[src/rtl/tusp_pkg.sv]
package tusp_pkg;

  // Header geometry
  localparam int unsigned BLOCK_BYTES    = 512;
  localparam int unsigned POS_W          = 9;
  localparam int unsigned SUFFIX_END     = 100;
  localparam int unsigned SIZE_FIRST     = 124;
  localparam int unsigned SIZE_BOUND     = 136;
  localparam int unsigned TYPE_POS       = 156;
  localparam int unsigned MAGIC_FIRST    = 257;
  localparam int unsigned MAGIC_LEN      = 5;
  localparam int unsigned PREFIX_FIRST   = 345;
  localparam int unsigned PREFIX_END     = 500;
  localparam int unsigned LAST_POS       = BLOCK_BYTES - 1;
  localparam logic [8:0]  PAD_MASK       = 9'h1FF;

  // Size field
  localparam int unsigned ACC_W          = 36;
  localparam int unsigned SIZE_W         = 31;
  localparam logic [ACC_W-1:0] MAX_ENTRY_SIZE = 36'd2147483647;

  // Type bytes
  localparam logic [7:0] TYPE_REG_CHAR   = 8'h30;  // '0'
  localparam logic [7:0] TYPE_REG_NUL    = 8'h00;
  localparam logic [7:0] TYPE_LONG_NAME  = 8'h4C;  // 'L'

  // Result kinds
  localparam logic [2:0] KIND_SUFFIX     = 3'd0;
  localparam logic [2:0] KIND_PREFIX     = 3'd1;
  localparam logic [2:0] KIND_LONG_NAME  = 3'd2;
  localparam logic [2:0] KIND_CONTENT    = 3'd3;
  localparam logic [2:0] KIND_ENTRY      = 3'd4;
  localparam logic [2:0] KIND_OK         = 3'd5;
  localparam logic [2:0] KIND_NOT_USTAR  = 3'd6;
  localparam logic [2:0] KIND_ERROR      = 3'd7;

  // Name sources
  localparam logic [1:0] SRC_SUFFIX      = 2'd0;
  localparam logic [1:0] SRC_PREFIX      = 2'd1;
  localparam logic [1:0] SRC_LONG        = 2'd2;

  typedef struct packed {
    logic [2:0]        kind;
    logic [7:0]        out_byte;
    logic [7:0]        name_index;
    logic [SIZE_W-1:0] entry_size;
    logic [1:0]        name_source;
    logic [7:0]        entry_type;
    logic              last_of_run;
  } result_t;

  // Expected "ustar" magic character at a given offset
  function automatic logic [7:0] magic_char(input logic [2:0] idx);
    logic [7:0] c;
    case (idx)
      3'd0:    c = 8'h75;  // u
      3'd1:    c = 8'h73;  // s
      3'd2:    c = 8'h74;  // t
      3'd3:    c = 8'h61;  // a
      3'd4:    c = 8'h72;  // r
      default: c = 8'h00;
    endcase
    return c;
  endfunction

endpackage

[src/rtl/tar_ustar_stream_parser.sv]
// Channel  Handshake                   Payload
// byte     byte_valid / byte_stall     data_byte, stream_end
// result   result_valid / result_stall kind, out_byte, name_index, entry_size,
//                                      name_source, entry_type, last_of_run
//
// One archive byte per cycle while byte_stall is low. Each byte is registered in the
// input register; the parse logic then writes its result into a two-entry result
// buffer once the buffer has room, and the result transfers from there.
// Throughput is set by the header/content state update.
// rst is synchronous: parser returns to the first header byte, buffers empty.
// byte_stall rises only when the input register is full and the result buffer
// holds two untaken results.
module tar_ustar_stream_parser (
  input  logic                        clk,
  input  logic                        rst,
  input  logic                        byte_valid,
  output logic                        byte_stall,
  input  logic [7:0]                  data_byte,
  input  logic                        stream_end,
  output logic                        result_valid,
  input  logic                        result_stall,
  output logic [2:0]                  kind,
  output logic [7:0]                  out_byte,
  output logic [7:0]                  name_index,
  output logic [tusp_pkg::SIZE_W-1:0] entry_size,
  output logic [1:0]                  name_source,
  output logic [7:0]                  entry_type,
  output logic                        last_of_run
);

  logic              in_full;
  logic [7:0]        in_byte;
  logic              in_end;
  logic              go, room, step_valid, buf_valid;
  tusp_pkg::result_t step_res, head;

  assign go         = in_full && room;
  assign byte_stall = in_full && !room;

  // Input register
  always_ff @(posedge clk) begin
    if (rst) begin
      in_full <= 1'b0;
    end else if (!byte_stall) begin
      in_full <= byte_valid;
    end
  end

  always_ff @(posedge clk) begin
    if (!byte_stall && byte_valid) begin
      in_byte <= data_byte;
      in_end  <= stream_end;
    end
  end

  tusp_step u_step (
    .clk       (clk),
    .rst       (rst),
    .go        (go),
    .data_byte (in_byte),
    .stream_end(in_end),
    .res_valid (step_valid),
    .res       (step_res)
  );

  tusp_out_buf u_buf (
    .clk      (clk),
    .rst      (rst),
    .push     (go && step_valid),
    .push_data(step_res),
    .room     (room),
    .pop      (buf_valid && !result_stall),
    .not_empty(buf_valid),
    .head     (head)
  );

  assign result_valid = buf_valid;
  assign kind         = head.kind;
  assign out_byte     = head.out_byte;
  assign name_index   = head.name_index;
  assign entry_size   = head.entry_size;
  assign name_source  = head.name_source;
  assign entry_type   = head.entry_type;
  assign last_of_run  = head.last_of_run;

endmodule

[src/rtl/tusp_step.sv]
module tusp_step (
  input  logic              clk,
  input  logic              rst,
  input  logic              go,
  input  logic [7:0]        data_byte,
  input  logic              stream_end,
  output logic              res_valid,
  output tusp_pkg::result_t res
);

  typedef enum logic [2:0] {
    PH_HEADER, PH_FILE, PH_LONG, PH_SKIP, PH_PAD, PH_DONE
  } phase_t;

  typedef enum logic [1:0] {
    SZ_SPACE, SZ_SIGN, SZ_DIGITS, SZ_STOP
  } size_phase_t;

  phase_t                          phase, phase_next;
  logic [tusp_pkg::POS_W-1:0]      byte_position, byte_position_next;
  logic                            all_zero, all_zero_next;
  logic                            zero_seen, zero_seen_next;
  logic                            suffix_done, suffix_done_next;
  logic                            prefix_done, prefix_done_next;
  logic                            prefix_nonempty, prefix_nonempty_next;
  size_phase_t                     size_phase, size_phase_next;
  logic [tusp_pkg::ACC_W-1:0]      size_acc, size_acc_next;
  logic                            size_neg, size_neg_next;
  logic                            magic_ok, magic_ok_next;
  logic [7:0]                      type_byte, type_byte_next;
  logic                            long_pending, long_pending_next;
  logic [tusp_pkg::SIZE_W-1:0]     bytes_rem, bytes_rem_next;
  logic [8:0]                      pad_rem, pad_rem_next;

  logic                            is_space, is_digit, bad_size, run_last;
  logic [tusp_pkg::SIZE_W-1:0]     size_val;
  logic [2:0]                      magic_idx;
  logic [tusp_pkg::POS_W-1:0]      pos_rel;

  assign is_space = (data_byte == 8'h20) || (data_byte >= 8'h09 && data_byte <= 8'h0D);
  assign is_digit = (data_byte >= 8'h30) && (data_byte <= 8'h37);
  assign size_val = size_acc[tusp_pkg::SIZE_W-1:0];
  assign pos_rel  = byte_position - tusp_pkg::POS_W'(tusp_pkg::MAGIC_FIRST);
  assign magic_idx = pos_rel[2:0];

  // One archive byte: header field parsing, content and pad counting
  always_comb begin
    phase_next           = phase;
    byte_position_next   = byte_position;
    all_zero_next        = all_zero;
    zero_seen_next       = zero_seen;
    suffix_done_next     = suffix_done;
    prefix_done_next     = prefix_done;
    prefix_nonempty_next = prefix_nonempty;
    size_phase_next      = size_phase;
    size_acc_next        = size_acc;
    size_neg_next        = size_neg;
    magic_ok_next        = magic_ok;
    type_byte_next       = type_byte;
    long_pending_next    = long_pending;
    bytes_rem_next       = bytes_rem;
    pad_rem_next         = pad_rem;
    res_valid            = 1'b0;
    res                  = '0;
    bad_size             = 1'b0;
    run_last             = 1'b0;

    if (phase == PH_DONE) begin
      res_valid = 1'b0;
    end else if (stream_end) begin
      // truncated archive
      phase_next = PH_DONE;
      res_valid  = 1'b1;
      res.kind   = tusp_pkg::KIND_ERROR;
    end else begin
      unique case (phase)
        PH_HEADER: begin
          if (data_byte != 8'h00) all_zero_next = 1'b0;

          // name suffix
          if (byte_position < tusp_pkg::POS_W'(tusp_pkg::SUFFIX_END) && !suffix_done) begin
            if (data_byte == 8'h00) begin
              suffix_done_next = 1'b1;
            end else if (!zero_seen) begin
              res_valid      = 1'b1;
              res.kind       = tusp_pkg::KIND_SUFFIX;
              res.out_byte   = data_byte;
              res.name_index = byte_position[7:0];
            end
          end

          // name prefix
          if (byte_position >= tusp_pkg::POS_W'(tusp_pkg::PREFIX_FIRST) &&
              byte_position < tusp_pkg::POS_W'(tusp_pkg::PREFIX_END) && !prefix_done) begin
            if (byte_position == tusp_pkg::POS_W'(tusp_pkg::PREFIX_FIRST) &&
                data_byte != 8'h00) begin
              prefix_nonempty_next = 1'b1;
            end
            if (data_byte == 8'h00) begin
              prefix_done_next = 1'b1;
            end else if (!zero_seen) begin
              res_valid      = 1'b1;
              res.kind       = tusp_pkg::KIND_PREFIX;
              res.out_byte   = data_byte;
              res.name_index = 8'(byte_position - tusp_pkg::POS_W'(tusp_pkg::PREFIX_FIRST));
            end
          end

          // size field, strtol style
          if (byte_position >= tusp_pkg::POS_W'(tusp_pkg::SIZE_FIRST) &&
              byte_position < tusp_pkg::POS_W'(tusp_pkg::SIZE_BOUND)) begin
            if (size_phase == SZ_SPACE && is_space) begin
              size_phase_next = SZ_SPACE;
            end else if (size_phase == SZ_SPACE &&
                         (data_byte == 8'h2B || data_byte == 8'h2D)) begin
              size_neg_next   = (data_byte == 8'h2D);
              size_phase_next = SZ_SIGN;
            end else if (size_phase == SZ_SPACE || size_phase == SZ_SIGN) begin
              if (is_digit) begin
                size_acc_next   = tusp_pkg::ACC_W'(data_byte[2:0]);
                size_phase_next = SZ_DIGITS;
              end else begin
                size_acc_next   = '1;
                size_neg_next   = 1'b0;
                size_phase_next = SZ_STOP;
              end
            end else if (size_phase == SZ_DIGITS) begin
              if (is_digit) size_acc_next = {size_acc[tusp_pkg::ACC_W-4:0], data_byte[2:0]};
              else size_phase_next = SZ_STOP;
            end
          end

          if (byte_position == tusp_pkg::POS_W'(tusp_pkg::TYPE_POS)) type_byte_next = data_byte;

          if (byte_position >= tusp_pkg::POS_W'(tusp_pkg::MAGIC_FIRST) &&
              byte_position < tusp_pkg::POS_W'(tusp_pkg::MAGIC_FIRST + tusp_pkg::MAGIC_LEN) &&
              data_byte != tusp_pkg::magic_char(magic_idx)) begin
            magic_ok_next = 1'b0;
          end

          byte_position_next = byte_position + 1'b1;

          // end of header: verdict or entry start
          if (byte_position == tusp_pkg::POS_W'(tusp_pkg::LAST_POS)) begin
            byte_position_next = byte_position;
            bad_size = (size_phase == SZ_SPACE) || (size_phase == SZ_SIGN) ||
                       (size_neg && size_acc != '0) || (size_acc > tusp_pkg::MAX_ENTRY_SIZE);
            res_valid = 1'b1;
            res       = '0;
            if (zero_seen) begin
              phase_next = PH_DONE;
              res.kind   = all_zero_next ? tusp_pkg::KIND_OK : tusp_pkg::KIND_ERROR;
            end else if (all_zero_next) begin
              res_valid      = 1'b0;
              zero_seen_next = 1'b1;
              phase_next     = PH_HEADER;
            end else if (bad_size) begin
              phase_next = PH_DONE;
              res.kind   = tusp_pkg::KIND_ERROR;
            end else if (!magic_ok) begin
              phase_next = PH_DONE;
              res.kind   = tusp_pkg::KIND_NOT_USTAR;
            end else begin
              res.kind        = tusp_pkg::KIND_ENTRY;
              res.entry_size  = size_val;
              res.name_source = long_pending ? tusp_pkg::SRC_LONG :
                                (prefix_nonempty ? tusp_pkg::SRC_PREFIX : tusp_pkg::SRC_SUFFIX);
              res.entry_type  = type_byte;
              long_pending_next = 1'b0;
              bytes_rem_next    = size_val;
              pad_rem_next      = (9'd0 - size_val[8:0]) & tusp_pkg::PAD_MASK;
              if (size_val != '0) begin
                if (type_byte == tusp_pkg::TYPE_REG_CHAR || type_byte == tusp_pkg::TYPE_REG_NUL)
                  phase_next = PH_FILE;
                else if (type_byte == tusp_pkg::TYPE_LONG_NAME)
                  phase_next = PH_LONG;
                else
                  phase_next = PH_SKIP;
              end else begin
                // empty entry: no content and no padding
                if (type_byte == tusp_pkg::TYPE_LONG_NAME) long_pending_next = 1'b1;
                phase_next = PH_HEADER;
              end
            end
          end
        end

        PH_FILE, PH_LONG, PH_SKIP: begin
          bytes_rem_next = bytes_rem - 1'b1;
          run_last       = (bytes_rem_next == '0);
          if (run_last) begin
            if (phase == PH_LONG) long_pending_next = 1'b1;
            phase_next = (pad_rem != '0) ? PH_PAD : PH_HEADER;
          end
          if (phase != PH_SKIP) begin
            res_valid       = 1'b1;
            res.kind        = (phase == PH_FILE) ? tusp_pkg::KIND_CONTENT : tusp_pkg::KIND_LONG_NAME;
            res.out_byte    = data_byte;
            res.last_of_run = run_last;
          end
        end

        PH_PAD: begin
          pad_rem_next = pad_rem - 1'b1;
          if (pad_rem_next == '0) phase_next = PH_HEADER;
        end

        default: begin
          phase_next = PH_DONE;
        end
      endcase

      // fresh header: clear per-header state
      if (phase_next == PH_HEADER &&
          (phase != PH_HEADER || byte_position == tusp_pkg::POS_W'(tusp_pkg::LAST_POS))) begin
        byte_position_next   = '0;
        all_zero_next        = 1'b1;
        suffix_done_next     = 1'b0;
        prefix_done_next     = 1'b0;
        prefix_nonempty_next = 1'b0;
        size_phase_next      = SZ_SPACE;
        size_acc_next        = '0;
        size_neg_next        = 1'b0;
        magic_ok_next        = 1'b1;
        type_byte_next       = '0;
      end
    end
  end

  // Parser state
  always_ff @(posedge clk) begin
    if (rst) begin
      phase           <= PH_HEADER;
      byte_position   <= '0;
      all_zero        <= 1'b1;
      zero_seen       <= 1'b0;
      suffix_done     <= 1'b0;
      prefix_done     <= 1'b0;
      prefix_nonempty <= 1'b0;
      size_phase      <= SZ_SPACE;
      size_acc        <= '0;
      size_neg        <= 1'b0;
      magic_ok        <= 1'b1;
      type_byte       <= '0;
      long_pending    <= 1'b0;
      bytes_rem       <= '0;
      pad_rem         <= '0;
    end else if (go) begin
      phase           <= phase_next;
      byte_position   <= byte_position_next;
      all_zero        <= all_zero_next;
      zero_seen       <= zero_seen_next;
      suffix_done     <= suffix_done_next;
      prefix_done     <= prefix_done_next;
      prefix_nonempty <= prefix_nonempty_next;
      size_phase      <= size_phase_next;
      size_acc        <= size_acc_next;
      size_neg        <= size_neg_next;
      magic_ok        <= magic_ok_next;
      type_byte       <= type_byte_next;
      long_pending    <= long_pending_next;
      bytes_rem       <= bytes_rem_next;
      pad_rem         <= pad_rem_next;
    end
  end

  a_done_quiet: assert property (@(posedge clk) disable iff (rst)
    phase == PH_DONE |-> !res_valid)
    else $error("result produced after final verdict");

  a_verdict_final: assert property (@(posedge clk) disable iff (rst)
    go && res_valid && (res.kind == tusp_pkg::KIND_ERROR || res.kind == tusp_pkg::KIND_OK ||
    res.kind == tusp_pkg::KIND_NOT_USTAR) |=> phase == PH_DONE)
    else $error("verdict did not end the archive");

  a_entry_at_end: assert property (@(posedge clk) disable iff (rst)
    res_valid && res.kind == tusp_pkg::KIND_ENTRY |->
    byte_position == tusp_pkg::POS_W'(tusp_pkg::LAST_POS))
    else $error("entry start away from last header byte");

endmodule

[src/rtl/tusp_out_buf.sv]
module tusp_out_buf (
  input  logic              clk,
  input  logic              rst,
  input  logic              push,
  input  tusp_pkg::result_t push_data,
  output logic              room,
  input  logic              pop,
  output logic              not_empty,
  output tusp_pkg::result_t head
);

  tusp_pkg::result_t mem [2];
  logic              wr_ptr, rd_ptr;
  logic [1:0]        count;

  assign room      = (count != 2'd2);
  assign not_empty = (count != 2'd0);
  assign head      = mem[rd_ptr];

  // Payload storage
  always_ff @(posedge clk) begin
    if (push) mem[wr_ptr] <= push_data;
  end

  // Pointers and fill count
  always_ff @(posedge clk) begin
    if (rst) begin
      wr_ptr <= 1'b0;
      rd_ptr <= 1'b0;
      count  <= 2'd0;
    end else begin
      if (push) wr_ptr <= ~wr_ptr;
      if (pop)  rd_ptr <= ~rd_ptr;
      count <= count + {1'b0, push} - {1'b0, pop};
    end
  end

  a_no_overflow: assert property (@(posedge clk) disable iff (rst)
    push |-> room)
    else $error("result buffer overflow");

  a_no_underflow: assert property (@(posedge clk) disable iff (rst)
    pop |-> not_empty)
    else $error("result buffer underflow");

endmodule

[config.mk]
export PLATFORM = sky130hd
export DESIGN_NAME = tar_ustar_stream_parser
export DESIGN_NICKNAME = d
export VERILOG_FILES = /design/src/rtl/tusp_pkg.sv /design/src/rtl/tar_ustar_stream_parser.sv /design/src/rtl/tusp_step.sv /design/src/rtl/tusp_out_buf.sv
export SDC_FILE = /design/constraint.sdc
export NUM_CORES = 1
export LEC_CHECK = 0
export ABC_AREA = 1
export BUFFER_PORTS_ARGS = -buffer_cell sky130_fd_sc_hd__buf_4
export CORE_MARGIN = 5
export CORE_UTILIZATION = 30
export DETAILED_ROUTE_END_ITERATION = 8
export HOLD_SLACK_MARGIN = 0.08
export RECOVER_POWER = 100
export SYNTH_ARGS = -nofsm -noshare
export SYNTH_HDL_FRONTEND = slang
export SYNTH_SLANG_ARGS = --single-unit
[constraint.sdc]
create_clock -name clk -period 8.3 [get_ports clk]
set_input_delay 1.245 -clock clk [delete_from_list [all_inputs] [get_ports clk]]
set_output_delay 1.245 -clock clk [all_outputs]
set_load 0.02 [all_outputs]
---- Word level (Yosys, flattened, before mapping) ----
Memories as Yosys holds them, arrays and structs flattened. A register that Yosys moved wholly into a read port is not among the register bits.
Cells that the tools add are included.
storage, ports and cells
  memories kept ........................... 1
  output and inout port bits .............. 63
  RAM bits ................................ 122
  input port bits ......................... 13
  register bits ........................... 120
  logic and storage cells ................. 292
operators by class
  equal/unequal tests ..................... 34
  $lt $le $gt $ge ......................... 12
  bitwise gates (word level) .............. 4
  muxes and demuxes ....................... 138
  reductions and logical operators ........ 74
  add/sub/neg operators ................... 8
memories
  name       words  bits a word  rd ports  clocked after memory_dff  wr ports  line                source
  u_buf.mem  2      61           1         1                         1         tusp_out_buf.sv:12  tusp_pkg::result_t mem [2];
operators by type and width
  kind                                                                     count
  36-bit 2-to-1 mux                                                        9
  41-bit 2-to-1 mux                                                        4
  31-bit 2-to-1 mux                                                        5
  61-bit 2-to-1 mux                                                        2
  19-bit 2-to-1 mux                                                        5
  9-bit 2-to-1 mux                                                         8
  31-bit case mux with 2 select lines                                      1
  1-bit 2-to-1 mux                                                         59
  58-bit 2-to-1 mux                                                        1
  3-bit 2-to-1 mux                                                         17
  49-bit 2-to-1 mux                                                        1
  8-bit 2-to-1 mux                                                         6
  36-bit by 31-bit > comparator with 1-bit output (second input constant)  1
  36-bit nonzero test                                                      1
  7-bit case mux with 5 select lines                                       1
  8-bit by 6-bit equality test with 1-bit output (second input constant)   4
  31-bit zero test                                                         1
  31-bit nonzero test                                                      1
  31-bit by 1-bit subtractor with 31-bit output (second input constant)    1
  9-bit AND reduction                                                      3
  2-bit 2-to-1 mux                                                         11
  11-bit case mux with 2 select lines                                      1
  2-bit nonzero test                                                       11
  5-bit AND reduction                                                      4
  other kinds (54)                                                         112

---- Depth between registers and ports, before layout ----
Gate-level depths: netlist of run 1.
  depth in word-level cells ............... 16
  mapped depth ............................ 24
  mapped depth without buffers ............ 23

---- Hierarchy ----
From an unflattened synthesis of run 1, not the netlist that was laid out.
second synthesis, totals
  cell total of the unflattened synthesis .. 1561
  area total of the unflattened synthesis .. 13083.8 um^2
modules (own cells, without submodules)
  module                   instances  cells an instance  area each (um^2)
  tusp_step                1          1318               7811.2
  tusp_out_buf             1          221                4931.0
  tar_ustar_stream_parser  1          22                 341.6

---- Worst setup path before layout of run 1 ----
No wires, ideal clock.
  path type ............................... register to register
  start ................................... register u_step.byte_position[2] in the netlist's numbering
  end ..................................... memory u_buf.mem[0][0] in the netlist's numbering (enable)
  library setup time ...................... 0.480 ns
  cell stages (with the launch flop) ...... 13
  path buffers ............................ 1
  path slack .............................. 3.304 ns
  arrival time ............................ 4.516 ns
  required time ........................... 7.820 ns
  path through ............................ dfxtp_1 -> clkbuf_1 -> inv_1 -> nor2_1 -> nand3_1 -> nor3_1 -> ha_1 -> inv_1 -> nor2_1 -> nand2_1 -> nand3_1 -> nand3_1 -> nor2_1
between the ends
  word-level cells in the longest chain between the ends .. 13
ends and longest elaborated chain
  element                                                line                           source
  from (decl)                                            tusp_step.sv:20                logic [tusp_pkg::POS_W-1:0] byte_position, byte_position_next;
  from (signal assigned)                                 tusp_step.sv:250               byte_position <= byte_position_next;
  9-bit by 7-bit less-than comparator with 1-bit output  tusp_step.sv:81                if (byte_position < tusp_pkg::POS_W'(tusp_pkg::SUFFIX_END) && !suffix_done) begin
  1-bit logical AND                                      tusp_step.sv:81
  1-bit 2-to-1 mux                                       tusp_step.sv:81
  1-bit 2-to-1 mux                                       tusp_step.sv:101               end else if (!zero_seen) begin
  1-bit 2-to-1 mux                                       tusp_step.sv:99                if (data_byte == 8'h00) begin
  1-bit 2-to-1 mux                                       tusp_step.sv:93                if (byte_position >= tusp_pkg::POS_W'(tusp_pkg::PREFIX_FIRST) &&
  1-bit 2-to-1 mux (*)                                   tusp_step.sv:144               if (byte_position == tusp_pkg::POS_W'(tusp_pkg::LAST_POS)) begin
  1-bit case mux with 2 select lines (*)                 tusp_step.sv:76                unique case (phase)
  1-bit 2-to-1 mux (*)                                   tusp_step.sv:70                end else if (stream_end) begin
  1-bit 2-to-1 mux (*)                                   tusp_step.sv:68                if (phase == PH_DONE) begin
  1-bit logical AND (*)                                  tar_ustar_stream_parser.sv:69  .push (go && step_valid),
  1-bit 2-to-1 mux (*)                                   tusp_out_buf.sv:22             if (push) mem[wr_ptr] <= push_data;
  1-bit 2-to-1 mux (implied by the code) (*)             tusp_out_buf.sv:22
  to (decl)                                              tusp_out_buf.sv:12
Every way passes the cells marked *; elsewhere a longest branch is shown, timed or not.

==> impl_metrics.json, run 1 <==
{
  "drtPass1Iterations": 7,
  "rsz0062_at_grt": "no",
  "synth_most_common_cell": "nand2_1",
  "ir_worst_vdd_uv": 159,
  "die_h_um": 215,
  "grt_pass1_vias": 9646,
  "fmax_mhz": 178,
  "worstMarginPinSlew_ps": 3680,
  "htreeDepth": 1,
  "clk-insertion-delay-late_ps": 530,
  "grt.overflow.total": 0,
  "hold_buffers": 0,
  "critPathKind": "flop to output pin",
  "cpMostUsedCell": "clkbuf_1",
  "seq_area_frac_synth_pct": 49.1,
  "path_buf_inv": 2,
  "place_ws_ps": 3920,
  "synth_flop_cell": "edfxtp_1",
  "cp_cell_sequence": "clkbuf_1, mux2_2, clkbuf_1",
  "clock_skew_ps": 10.9,
  "cp_top_family": "buffers and inverters",
  "ys_seq_elements": 243,
  "p_total_mw": 3.76,
  "antenna_found_initial": 0,
  "gr-usage-all-layers_pct": 13.3,
  "cts_root_buf": "clkbuf_16",
  "synth_edf_count": 131,
  "dieArea_mm2": 0.0461,
  "drtIter0Drc": 775,
  "grt_start_max_net_pins": 84,
  "p_leak_nw": 5.36,
  "cts_tree": "yes",
  "drc": 0,
  "drv_slew": 178,
  "p_per_area_mw_per_mm2": 264,
  "num_vias": 10300,
  "grt_pass1_wl_mm": 51.4,
  "drive_gt1_share_pct": 10.1,
  "area_growth_pct": 13.2,
  "violations": "capacitance limit, slew limit",
  "cts_resized": 0,
  "worstPathRequired_ps": 7050,
  "cts.clk_slew.worst_paths_ps": 60,
  "rows": 75,
  "synth.area.top_cells": "edfxtp_1 31%, dfxtp_1 18%, nand2_1 7.0%, nor2_1 5.8%, mux2_2 5.5%",
  "tns_ps": 0,
  "fin_crit_ps": 5630,
  "port_buffers": 75,
  "hold_violations": 0,
  "yosysUniqueCellTypes": 44,
  "clock_path_buffers": 3,
  "cap_violations": 3,
  "setup_violations": 0,
  "netlist_instances": 1507,
  "ant_nets": 0,
  "synth_common_cells": "236 x nand2_1, 193 x nor2_1, 159 x inv_1, 131 x edfxtp_1, 112 x dfxtp_1",
  "cts.sinks": 243,
  "holdCritPathClass": "flop to flop",
  "async_flop_share_pct": 0,
  "final_util_pct": 34.1,
  "post_cts_buffers": 0,
  "yosys.area.top_type": "edfxtp_1",
  "fin_crit_sh_pct": 67.8,
  "worstSetupStartpointType": "flop",
  "fin_ws_ps": 2670,
  "core_area_mm2": 0.0418,
  "wire_per_inst_um": 15.1,
  "worst_path_largest_cell_delay_ps": 2180,
  "initial_utilization_pct": 30.1,
  "yosys_warnings": 0,
  "cts-buffers-inserted": 25,
  "final_nets": 1580,
  "critPathMaxFanout": 52,
  "antenna_cells": 0,
  "synth_area_mm2": 0.0126,
  "crit_slowest_cell": "clkbuf_1",
  "slew_headroom_pct": -146,
  "gp_congestion": 0.909,
  "wirelength_mm": 31.9,
  "synth.avg_cell_area_um2": 8.35,
  "end_kind": "output pin",
  "synth_top_cell_area_share_pct": 31.3,
  "avgViaCountPerCell": 4.90,
  "die_w_um": 215,
  "cp_data_arrival_time_ps": 4380,
  "post-dp-hpwl_mm": 22.6,
  "syn_nets": 1536,
  "status": "complete, but fails checks",
  "ioPinCount": 76
}
## sequential cells by signal, summed over array words and instances, names as in the netlist, 2 cells and up, named ones only
name / cells
u_step.size_acc: 36
u_step.type_byte: 8
u_step.size_phase: 2
u_buf.count: 2
u_step.bytes_rem: 31
u_step.pad_rem: 9
u_buf.mem: 122
in_byte: 8
u_step.phase: 3
u_step.byte_position: 9
## layout make-up
| cell class | instances | area (um^2) |
|---|---|---|
| clock inverters | 10 | 119 |
| clock buffers | 35 | 743 |
| flip-flops and latches | 243 | 6180 |
| repair buffers | 85 | 439 |
| inverters | 166 | 623 |
| fillers | 4310 | 27500 |
| well taps | 539 | 674 |
| multi-input cells | 1030 | 5460 |
## power by group
part / switching, mW / leakage [nW] / total [mW] / internal, mW
Sequential: 0.0784 / 2.08 / 1.46 / 1.38
Combinational: 0.754 / 2.86 / 1.13 / 0.380
Clock: 0.471 / 0.418 / 1.16 / 0.689
## path summary, 6_finish.rpt
kind,startpoint,endpoint,slack [ps],depth (start not counted)
setup reg to reg,u_step.size_phase[1]$_SDFFE_PP0P_,u_step.byte_position[4]$_SDFFE_PP0P_,3360,13
hold reg to reg,u_buf.rd_ptr$_SDFFE_PP0P_,flop,460,1
setup / recovery,flop,entry_size[20],2670,3
hold / removal,u_buf.rd_ptr$_SDFFE_PP0P_,flop,460,1
## cells in the final DEF, fill, tap and decap left out, types with 4 or more instances in the layout
master / n
dfxtp_1: 112
o21ai_1: 5
nor3_1: 76
nand2_1: 239
xor2_1: 18
clkbuf_1: 55
ha_1: 16
edfxtp_1: 131
mux2_1: 12
o21ai_0: 104
nor2_2: 9
clkbuf_4: 9
a31oi_1: 28
xnor2_1: 4
nand2_2: 5
a21oi_1: 107
clkbuf_16: 25
clkbuf_8: 8
nor2_4: 6
mux2_2: 49
inv_2: 6
nand3_1: 96
nor2_1: 194
nand4_1: 28
nor4_1: 5
buf_4: 23
inv_1: 159
## kinds of logic after synthesis
family | after synthesis | synth area share [%]
and+or+nand+nor | 666 | 23.5
AOI/OAI and AO/OA | 265 | 11.4
DFF | 243 | 49.1
buffers and inverters | 234 | 7.49
muxes | 61 | 5.46
xor gates and xnor gates | 22 | 1.53
adders and majority gates | 16 | 1.59
## worst register-to-register path: stages (launching register included)
cell and delay, ps:
dfxtp_1 520, inv_1 490, nor3_1 780, nand4_1 240, nand2_1 120, nand2_1 50, inv_1 50, nand2_1 70
nor2_1 180, nand3_1 710, o21ai_0 1150, inv_1 280, nand3_1 140, a21oi_1 50
## metrics by stage
stage | hold slack [ps] | instance area [um^2] | std cells
CTS | 442 | 14500 | 2108
detailed placement | 431 | 13600 | 2063
finish | 459 | 14200 | 2108
global route | 471 | 14200 | 2108
floorplan | 426 | 12600 | 1507
global placement | 430 | 13600 | 2063
## metal layers
| layer | wire [um] | global-route usage [%] |
|---|---|---|
| met1 | 15300 | 18.8 |
| met2 | 14400 | 21.5 |
| met3 | 1440 | 1.66 |
| met4 | 749 | 3.69 |
| met5 | 0 | 0 |
No activity file was read; power rests on OpenSTA's default activity.
==> inputs of run 2 (changes only) <==
--- a/config.mk
+++ b/config.mk
@@ -5,7 +5,7 @@
 export SDC_FILE = /design/constraint.sdc
 export NUM_CORES = 1
 export LEC_CHECK = 0
-export ABC_AREA = 1
+export ABC_AREA = 0
 export BUFFER_PORTS_ARGS = -buffer_cell sky130_fd_sc_hd__buf_4
 export CORE_MARGIN = 5
 export CORE_UTILIZATION = 30
==> constraint.sdc (replaced) <==
create_clock -name clk -period 5.2 [get_ports clk]
set_input_delay 0.78 -clock clk [delete_from_list [all_inputs] [get_ports clk]]
set_output_delay 0.78 -clock clk [all_outputs]
set_load 0.02 [all_outputs]
==> impl_metrics.json, run 2 <==
{
  "post-place-cells": 1735,
  "seq_area_frac_synth_pct": 50.6,
  "avgViaCountPerCell": 5.17,
  "fin_ws_ps": 677,
  "clk-insertion-delay-late_ps": 520,
  "place_ws_ps": 871,
  "crit_slowest_cell": "or4_1",
  "worstPathRequired_ps": 5670,
  "slew_headroom_pct": -108,
  "drtPass1Iterations": 5,
  "synth_top_cell_area_share_pct": 32.2,
  "core_area_mm2": 0.0406,
  "cp_top_family": "simple AND/OR/NAND/NOR gates",
  "cts_tree": "yes",
  "final_cell_area_mm2": 0.0138,
  "synth_area_mm2": 0.0122,
  "synth_edf_count": 131,
  "grt_start_max_net_pins": 62,
  "p_total_mw": 5.12,
  "antenna_cells": 0,
  "wire_per_inst_um": 16.9,
  "synth_common_cells": "131 x edfxtp_1, 112 x dfxtp_1, 108 x nor2_1, 89 x nand2_1, 70 x a21oi_1",
  "path_depth": 12,
  "tns_ps": 0,
  "die_w_um": 212,
  "cts.clk_slew.worst_paths_ps": 60,
  "top_regs": "u_buf.mem x122, u_step.size_acc x36, u_step.bytes_rem x31",
  "synth.avg_cell_area_um2": 10.3,
  "endpoint": "u_step.size_acc[14]$_SDFFE_PP0P_",
  "initial_utilization_pct": 30.1,
  "fin_crit_sh_pct": 87.0,
  "largest_reg_flops": 122,
  "cts_root_buf": "clkbuf_16",
  "grt_pass1_vias": 8951,
  "gp_congestion": 0.875,
  "swShare_pct": 28.3,
  "ir_worst_vdd_uv": 188,
  "holdCritPathClass": "primary input to flop",
  "rsz0062_at_grt": "no",
  "ant_nets": 0,
  "async_flop_share_pct": 0,
  "fillers": 4111,
  "crit_start": "u_step.bytes_rem[0]$_SDFFE_PP0P_",
  "netlist_instances": 1189,
  "syn_nets": 1218,
  "drtIter0Drc": 779,
  "p_seq_share_pct": 43.2,
  "cts-buffers-inserted": 24,
  "worst_r2r_startpoint": "u_step.bytes_rem[0]$_SDFFE_PP0P_",
  "end_kind": "flop",
  "antenna_found_initial": 0,
  "port_buffers": 75,
  "yosys_warnings": 0,
  "htreeDepth": 1,
  "synth_most_common_cell": "edfxtp_1",
  "final_util_pct": 34.1,
  "worstSetupStartpointType": "flop",
  "worstMarginPinSlew_ps": 3120,
  "worstReg2RegEnd": "u_step.size_acc[14]$_SDFFE_PP0P_",
  "drv_slew": 62,
  "switching_power_mw": 1.45,
  "ioPinCount": 76,
  "r2r_cells": 12,
  "synth.area.top_cells": "edfxtp_1 32%, dfxtp_1 18%, mux2_2 5.6%, nor2_1 3.3%, a21oi_1 2.9%",
  "finalNonFillerCells": 1778,
  "num_vias": 9198,
  "post_cts_buffers": 0,
  "gr-usage-all-layers_pct": 13.0,
  "yosys.area.top_type": "edfxtp_1",
  "cp_cell_sequence": "inv_1, ha_1, nor4b_1, nand4_1, nor4_1, a41oi_1, a22o_1, or4_1, a31o_1, a2111oi_4, buf_4, a22o_2",
  "clock_skew_ps": 12.1,
  "violations": "capacitance limit, slew limit",
  "placed_cell_area_mm2": 0.0132,
  "p_per_area_mw_per_mm2": 370,
  "cap_violations": 2,
  "critPathMaxFanout": 33,
  "grt.overflow.total": 0,
  "layout_common_cells": "131 x edfxtp_1, 112 x dfxtp_1, 107 x nor2_1",
  "mostFrequentLayoutCell": "edfxtp_1",
  "status": "complete, but fails checks",
  "final_nets": 1258,
  "hold_violations": 0,
  "min_path_cells": 1,
  "area_growth_pct": 13.3,
  "worst_path_largest_cell_delay_ps": 590,
  "yosysUniqueCellTypes": 90,
  "regMostFlops": "u_buf.mem",
  "ys_seq_elements": 243,
  "cts.sinks": 243,
  "grt_pass1_wl_mm": 48.7,
  "ff2ff_setup_slack_ps": 680,
  "die_h_um": 212,
  "hold_start": "data_byte[2]",
  "pwr-share-comb_pct": 19.5,
  "critPathKind": "flop to flop",
  "cp_data_arrival_time_ps": 4990,
  "drive_gt1_share_pct": 15.5,
  "synth_flop_cell": "edfxtp_1",
  "clkPwrFrac_pct": 37.3,
  "fmax_mhz": 221,
  "drc": 0,
  "hold_buffers": 0,
  "path_buf_inv": 2,
  "clock_path_buffers": 3,
  "cts_resized": 0,
  "fin_crit_ps": 4520,
  "wirelength_mm": 30.1,
  "p_leak_nw": 4.60,
  "rows": 74,
  "whs_ps": 455,
  "post-dp-hpwl_mm": 20.7,
  "dieArea_mm2": 0.0448,
  "p_int_mw": 3.67,
  "setup_violations": 0
}
==> run 2: cell count changes in the layout (fill, tap and decap cells not counted), moves of 39 or more <==
cell,before,now
inv_1,159,25
nor2_1,194,107
nand3_1,96,20
nand2_1,239,89
and2_0,0,48
nand2b_1,0,39
nor3_1,76,35
o21ai_0,104,55
==> run 2: worst min-delay path by stage <==
stage	slack, ps	endpoint
floorplan	430	u_step.magic_ok$_SDFFE_PP1P_
global placement	440	u_step.magic_ok$_SDFFE_PP1P_
detailed placement	450	u_step.magic_ok$_SDFFE_PP1P_
CTS	410	in_byte[4]$_DFFE_PP_
global route	430	in_byte[4]$_DFFE_PP_
finish	450	in_byte[2]$_DFFE_PP_
==> run 2: cell families (layout without fill, tap and decap cells) <==
group | after synthesis | count (layout) | synth area share [%]
AND/OR/NAND/NOR | 466 | 466 | 20.3
AO/OA/AOI/OAI | 273 | 273 | 15.7
flip-flops | 243 | 243 | 50.6
buffers and inverters | 102 | 159 | 4.12
multiplexers | 61 | 61 | 5.63
XOR/XNOR | 28 | 28 | 2.01
adder cells (fa/ha/maj) | 16 | 16 | 1.64
==> run 2: area by class of cell <==
type | instances | area [um^2] | area share (%)
Tap cell | 532 | 666 | 4.81
Timing Repair Buffer | 89 | 473 | 3.42
Inverter | 27 | 101 | 0.733
Clock inverter | 13 | 201 | 1.46
Sequential cell | 243 | 6180 | 44.7
Clock buffer | 30 | 676 | 4.89
Multi-Input combinational cell | 844 | 5540 | 40.0
==> run 2: metal layers <==
| layer | GRT usage [%] | routed length [um] |
|---|---|---|
| met1 | 18.2 | 14000 |
| met2 | 21.2 | 13900 |
| met3 | 1.59 | 1430 |
| met4 | 3.78 | 687 |
| met5 | 0 | 0 |
==> run 2: power groups by stage <==
| stage | Clock (mW) | Combinational (mW) | Sequential (mW) |
|---|---|---|---|
| 3_5_place_dp | 0 | 1.11 | 2.25 |
| 5_1_grt | 2.02 | 1.10 | 2.22 |
| 6_report | 1.91 | 1.00 | 2.21 |
| 4_1_cts | 1.95 | 1.11 | 2.21 |
| 3_3_place_gp | 0 | 1.10 | 2.25 |
| 2_1_floorplan | 0 | 0.770 | 2.21 |
